## src/hdl/assert_macros.svh

```systemverilog
// Assertion macros shared by the RTL.
`ifndef ASSERT_MACROS_SVH
`define ASSERT_MACROS_SVH

// Same-cycle implication, disabled while reset is asserted.
`define ASSERT_IMPLIES(label, clk, rst_n, ante, cons, msg) \
    label: assert property (@(posedge clk) disable iff (!(rst_n)) (ante) |-> (cons)) \
        else $error(msg);

// Next-cycle implication, disabled while reset is asserted.
`define ASSERT_NEXT(label, clk, rst_n, ante, cons, msg) \
    label: assert property (@(posedge clk) disable iff (!(rst_n)) (ante) |=> (cons)) \
        else $error(msg);

`endif

```

## src/hdl/stbs_pkg.sv

```systemverilog
package stbs_pkg;

    localparam int ACTION_W = 2;
    localparam int WIDX_W   = 10;
    localparam int RANGE_W  = 11;
    localparam int KEY_W    = 32;
    localparam int POS_W    = 11;

    localparam logic [ACTION_W-1:0] ACT_WRITE = 2'd0;
    localparam logic [ACTION_W-1:0] ACT_LOWER = 2'd1;
    localparam logic [ACTION_W-1:0] ACT_UPPER = 2'd2;

    typedef struct packed {
        logic             valid;
        logic [POS_W-1:0] position;
    } stbs_result_t;

endpackage

```

## src/hdl/stbs_search.sv

```systemverilog
module stbs_search
    import stbs_pkg::*;
#(
    parameter int DEPTH       = 1024,
    parameter int VALUE_WIDTH = 32
) (
    input  logic                     aclk,
    input  logic                     aresetn,
    input  logic                     s_valid,
    output logic                     s_ready,
    input  logic [ACTION_W-1:0]      s_action,
    input  logic [WIDX_W-1:0]        s_write_index,
    input  logic [RANGE_W-1:0]       s_range_start,
    input  logic [RANGE_W-1:0]       s_range_end,
    input  logic signed [KEY_W-1:0]  s_key,
    output logic                     ram_we,
    output logic [$clog2(DEPTH)-1:0] ram_waddr,
    output logic [VALUE_WIDTH-1:0]   ram_wdata,
    output logic [$clog2(DEPTH)-1:0] ram_raddr,
    input  logic [VALUE_WIDTH-1:0]   ram_rdata,
    output stbs_result_t             result,
    input  logic                     result_ready
);

    localparam int AW = $clog2(DEPTH);
    localparam int IW = $clog2(DEPTH + 1);
    localparam int RW = (AW > WIDX_W + 1) ? AW : WIDX_W + 1;
    localparam int CW = (IW > RANGE_W) ? IW : RANGE_W;

    localparam logic [2:0] S_IDLE   = 3'd0;
    localparam logic [2:0] S_WRITE  = 3'd1;
    localparam logic [2:0] S_START  = 3'd2;
    localparam logic [2:0] S_SEARCH = 3'd3;
    localparam logic [2:0] S_DONE   = 3'd4;

    function automatic logic [AW-1:0] wrap_index(input logic [WIDX_W-1:0] idx);
        logic [RW-1:0] v;
        v = RW'(idx);
        for (int k = WIDX_W - 1; k >= 0; k--) begin
            if (longint'(v) >= (longint'(DEPTH) << k)) begin
                v = v - RW'(longint'(DEPTH) << k);
            end
        end
        return v[AW-1:0];
    endfunction

    function automatic logic [IW-1:0] clamp_bound(input logic [RANGE_W-1:0] r);
        logic [CW-1:0] w;
        w = CW'(r);
        if (w > CW'(DEPTH)) begin
            w = CW'(DEPTH);
        end
        return w[IW-1:0];
    endfunction

    function automatic logic [AW-1:0] midpoint(input logic [IW-1:0] a, input logic [IW-1:0] b);
        logic [IW:0] sum;
        sum = {1'b0, a} + {1'b0, b};
        return sum[AW:1];
    endfunction

    logic [2:0]                    state_reg, state_next;
    logic [IW-1:0]                 lo_reg, lo_next;
    logic [IW-1:0]                 hi_reg, hi_next;
    logic [AW-1:0]                 mid_reg, mid_next;
    logic                          upper_reg, upper_next;
    logic signed [VALUE_WIDTH-1:0] key_reg, key_next;
    logic [AW-1:0]                 widx_reg, widx_next;

    logic signed [VALUE_WIDTH-1:0] entry;
    logic                          go_left;
    logic [IW-1:0]                 step_lo, step_hi;

    assign entry   = signed'(ram_rdata);
    assign go_left = upper_reg ? (entry > key_reg) : (entry >= key_reg);
    assign step_lo = go_left ? lo_reg : IW'(mid_reg) + IW'(1);
    assign step_hi = go_left ? IW'(mid_reg) : hi_reg;

    always_comb begin
        state_next = state_reg;
        lo_next    = lo_reg;
        hi_next    = hi_reg;
        mid_next   = mid_reg;
        upper_next = upper_reg;
        key_next   = key_reg;
        widx_next  = widx_reg;
        ram_raddr  = mid_reg;
        unique case (state_reg)
            S_IDLE: begin
                if (s_valid) begin
                    key_next   = VALUE_WIDTH'(s_key);
                    widx_next  = wrap_index(s_write_index);
                    lo_next    = clamp_bound(s_range_start);
                    hi_next    = clamp_bound(s_range_end);
                    upper_next = (s_action == ACT_UPPER);
                    if (s_action == ACT_WRITE) begin
                        state_next = S_WRITE;
                    end else if (s_action == ACT_LOWER || s_action == ACT_UPPER) begin
                        state_next = S_START;
                    end
                end
            end
            S_WRITE: begin
                state_next = S_IDLE;
            end
            S_START: begin
                mid_next  = midpoint(lo_reg, hi_reg);
                ram_raddr = mid_next;
                if (lo_reg < hi_reg) begin
                    state_next = S_SEARCH;
                end else begin
                    state_next = S_DONE;
                end
            end
            S_SEARCH: begin
                lo_next   = step_lo;
                hi_next   = step_hi;
                mid_next  = midpoint(step_lo, step_hi);
                ram_raddr = mid_next;
                if (step_lo >= step_hi) begin
                    state_next = S_DONE;
                end
            end
            S_DONE: begin
                if (result_ready) begin
                    state_next = S_IDLE;
                end
            end
            default: begin
                state_next = S_IDLE;
            end
        endcase
    end

    always_ff @(posedge aclk) begin
        if (!aresetn) begin
            state_reg <= S_IDLE;
        end else begin
            state_reg <= state_next;
        end
        lo_reg    <= lo_next;
        hi_reg    <= hi_next;
        mid_reg   <= mid_next;
        upper_reg <= upper_next;
        key_reg   <= key_next;
        widx_reg  <= widx_next;
    end

    assign s_ready         = (state_reg == S_IDLE);
    assign ram_we          = (state_reg == S_WRITE);
    assign ram_waddr       = widx_reg;
    assign ram_wdata       = key_reg;
    assign result.valid    = (state_reg == S_DONE);
    assign result.position = POS_W'(lo_reg);

endmodule

```

## config.mk

```make
export PLATFORM = sky130hd
export DESIGN_NAME = stbs_search
export DESIGN_NICKNAME = d
export VERILOG_FILES = /design/src/hdl/assert_macros.svh /design/src/hdl/stbs_pkg.sv /design/src/hdl/stbs_search.sv
export SDC_FILE = /design/constraint.sdc
export NUM_CORES = 1
export LEC_CHECK = 0
export BUFFER_PORTS_ARGS = -buffer_cell sky130_fd_sc_hd__buf_2
export CORE_MARGIN = 3
export CORE_UTILIZATION = 52
export CTS_CLUSTER_DIAMETER = 30
export CTS_CLUSTER_SIZE = 30
export DETAILED_ROUTE_END_ITERATION = 16
export PLACE_DENSITY = 0.77
export REMOVE_ABC_BUFFERS = 1
export SYNTH_ARGS = -nofsm -noshare
export SYNTH_HDL_FRONTEND = slang
export SYNTH_SLANG_ARGS = --single-unit
export TNS_END_PERCENT = 50
```

## constraint.sdc

```tcl
create_clock -name aclk -period 7.1 [get_ports aclk]
set_clock_uncertainty 0.2 [all_clocks]
set_input_delay 0.71 -clock aclk [delete_from_list [all_inputs] [get_ports aclk]]
set_output_delay 0.71 -clock aclk [all_outputs]
set_load 0.05 [all_outputs]
```

==> metrics.csv <==
stage,metric,value,unit
placement,DPL Wire Length,11700,µm
synthesis,"Seq/Total Area, Yosys",40.1,%
layout,antenna diode count,0,
timing,RSZ-0062 raised after global routing,no,
timing,worst setup margin,418,ps
global_routing,first-pass GRT wire length,22700,µm
floorplan,die area,11900,µm²
timing,Slew @ Worst Pin,1090,ps
global_routing,vias in the first global route,4680,
worst_setup_path,r2r worst-path depth,22,
timing,Rel. slew slack,27.1,%
worst_setup_path,crit path launch,ram_rdata[9],
clocking,Sink Count,78,
timing,Final Max Slew Viols,0,
synthesis,Yosys warning count,0,
placement,number of port buffers,167,
floorplan,IO Pins,168,
synthesis,share of the synthesized area in the top cell type,35.4,%
min_path,worst hold-check path type,in -> reg,
layout,share of cells above drive strength 1,29.8,%
route,DRT Pass-1 Iters,5,
floorplan,initial core utilization,55.0,%
timing,crit share post-route,94.1,%
global_routing,largest net degree at the start of global routing,44,
timing,Max Fclk,0.150,GHz
route,DRC viols,0,
synthesis,Netlist cell types,58,
timing,final hold vios,0,
route,Detailed Route WL,14700,µm
worst_setup_path,crit start category,primary input,
worst_setup_path,CP Class,in -> out,
route,starting DRC count in detailed routing,333,
power_and_ir_drop,final total power,3.26,mW
clocking,TritonCTS Buffers,9,
power_and_ir_drop,Comb power frac,62.9,%
worst_setup_path,Crit Reg-Reg Startpoint,ram_wdata[7],
worst_setup_path,worst path arrival time,5770,ps
placement,dpl ws,392,ps
clocking,number of H-tree levels,3,
layout,area delta synth->final,22.1,%
placement,RD Place Congestion,0.892,
power_and_ir_drop,worst vdd ir,391,µV
floorplan,die outline width,109,µm
worst_setup_path,CP top delay family,compound AO/OA/AOI/OAI gates,
layout,fillers,820,
global_routing,Total GRT Usage,24.8,%
synthesis,#FFs+latches synth,78,
power_and_ir_drop,sequential share of power,25.6,%
floorplan,Core Region,10000,µm²
synthesis,top cell type by total area after synthesis,edfxtp_1,
worst_setup_path,Worst R2R Setup Slack,1670,ps
worst_setup_path,worst-path maximum fanout,8,
synthesis,synth top area cells,"edfxtp_1 (35%), ha_1 (16%), dfxtp_1 (4.7%)",
power_and_ir_drop,clock group share of total power,11.4,%
timing,WHS,320,ps
layout,max reg flops,32,
floorplan,die height,109,µm
timing,setup_tns,0,ps
worst_setup_path,instance count on the critical path,25,
worst_setup_path,"slowest stage delay, CP",430,ps
synthesis,"EDFF count, synth",65,
worst_setup_path,endpoint type of the worst setup path,output port,
synthesis,Syn Inst Count,561,
status,status,"finished, final reports clean",
synthesis,"FFs w/ async S/R, synth",0,%
global_routing,GR Overflow Total,0,
route,DRT antenna net count,0,
clocking,clk slew on worst S/H paths,80,ps
clocking,Skew-Pair Late Insertion Delay,360,ps
timing,min cycle time layout,6680,ps
worst_setup_path,worst path bufs/invs,4,
route,routed vias,4749,
placement,placed insts,850,
timing,final setup fails,0,
synthesis,average size of a mapped cell,9.84,µm²
clocking,CTS root buf,clkbuf_8,
power_and_ir_drop,Cell Int Power,1.57,mW
power_and_ir_drop,switching part of the total,52.0,%
min_path,Hold Crit Start,s_write_index[9],
power_and_ir_drop,P_sw,1.70,mW
layout,Layout Nets,904,
worst_setup_path,Crit-path slowest cell,fa_1,
synthesis,Syn Std Cell Area,5520,µm²
job,Max-Cap Viols,0,
worst_setup_path,critical path data required time,6190,ps
global_routing,initial antenna violation count,0,
floorplan,Rows,36,
synthesis,"Top FF cell, synth",edfxtp_1,
route,vias per cell,5.48,
route,Wirelength per Cell,16.9,µm
clocking,CTS tree,yes,
min_path,Hold Crit Depth,1,
layout,"Cell Count, Final, Fillers Out",867,
power_and_ir_drop,P_leak,3.19,nW
power_and_ir_drop,Power per Cell Area,484,nW/µm²
clocking,Max clock buf depth,2,
power groups by stage:
stage / clock (mW) / sequential, mW / combinational (mW)
CTS: 0.379 / 0.834 / 2.05
floorplan: 0 / 1.07 / 1.29
global placement: 0 / 0.838 / 1.98
detailed placement: 0 / 0.844 / 2.03
global route: 0.403 / 0.856 / 2.26
finish: 0.374 / 0.837 / 2.05
through the flow:
stage	utilization, %	area, µm²
floorplan	-	5460
global placement	64.7	6500
detailed placement	64.7	6500
CTS	66.9	6720
global route	67.1	6740
finish	67.1	6740
path summary, 6_finish.rpt:
check / end
hold / removal: ram_waddr[9]
setup reg to reg: mid_reg[9]
setup / recovery: ram_raddr[7]
hold reg to reg: mid_reg[1]
layout by cell type (no fill, tap or decap), types with 16 or more instances in the layout:
| cell type | instances |
|---|---|
| nand2_1 | 40 |
| a21oi_1 | 45 |
| nor2_1 | 24 |
| inv_1 | 64 |
| o21ai_0 | 45 |
| nor2b_1 | 21 |
| xnor2_1 | 16 |
| buf_2 | 166 |
| edfxtp_1 | 65 |
| ha_1 | 71 |
| mux2_2 | 18 |
Yosys cell counts, drive strengths merged, types with 6 or more instances:
library cell,count
ha,71
edfxtp,65
inv,64
o21ai,49
a21oi,45
nand2,42
nor2,25
nor2b,21
mux2,18
xnor2,16
clkbuf,15
dfxtp,13
nand4,9
a21o,8
nand2b,8
nand3,8
nand3b,7
nor3,7
xor2,7
o211ai,6
o21bai,6
logic make-up (layout without fill, tap and decap cells):
group	Yosys count	count (layout)	synth area share (%)
simple gates	147	147	14.2
compound gates	140	140	15.7
buf+inv	79	252	5.37
flops	78	78	40.1
fa+ha+maj	73	73	16.8
xor+xnor	23	23	3.65
mux	21	21	4.22
cell type report:
cell class              count  area (µm²)  area share, %
multi-input cells         404        3030           44.9
flip-flops and latches     78        2210           32.8
repair buffers            172         876           13.0
inverters                  64         240           3.56
well taps                 133         166           2.47
clock buffers               9         124           1.84
clock inverters             7        97.6           1.45
per-layer routing:
metal / up-vias / wire length (µm) / part of all wire [%] / global-route usage [%]
li1: 2333 / - / - / -
met4: 0 / 357 / 2.4 / 8.30
met2: 201 / 6990 / 48 / 43.0
met3: 28 / 1210 / 8.2 / 5.62
met5: - / 0 / 0 / 0
met1: 2187 / 6100 / 42 / 30.4
repair_timing:
item | 4_1_cts | 5_1_grt
hold buffers | 0 | 0
endpoints found under the setup margin | 0 | 2
hold endpoints to repair | 0 | 0
buffers inserted | 0 | 1
gates resized for setup | 0 | 3
(Power assumes the default switching activity.)
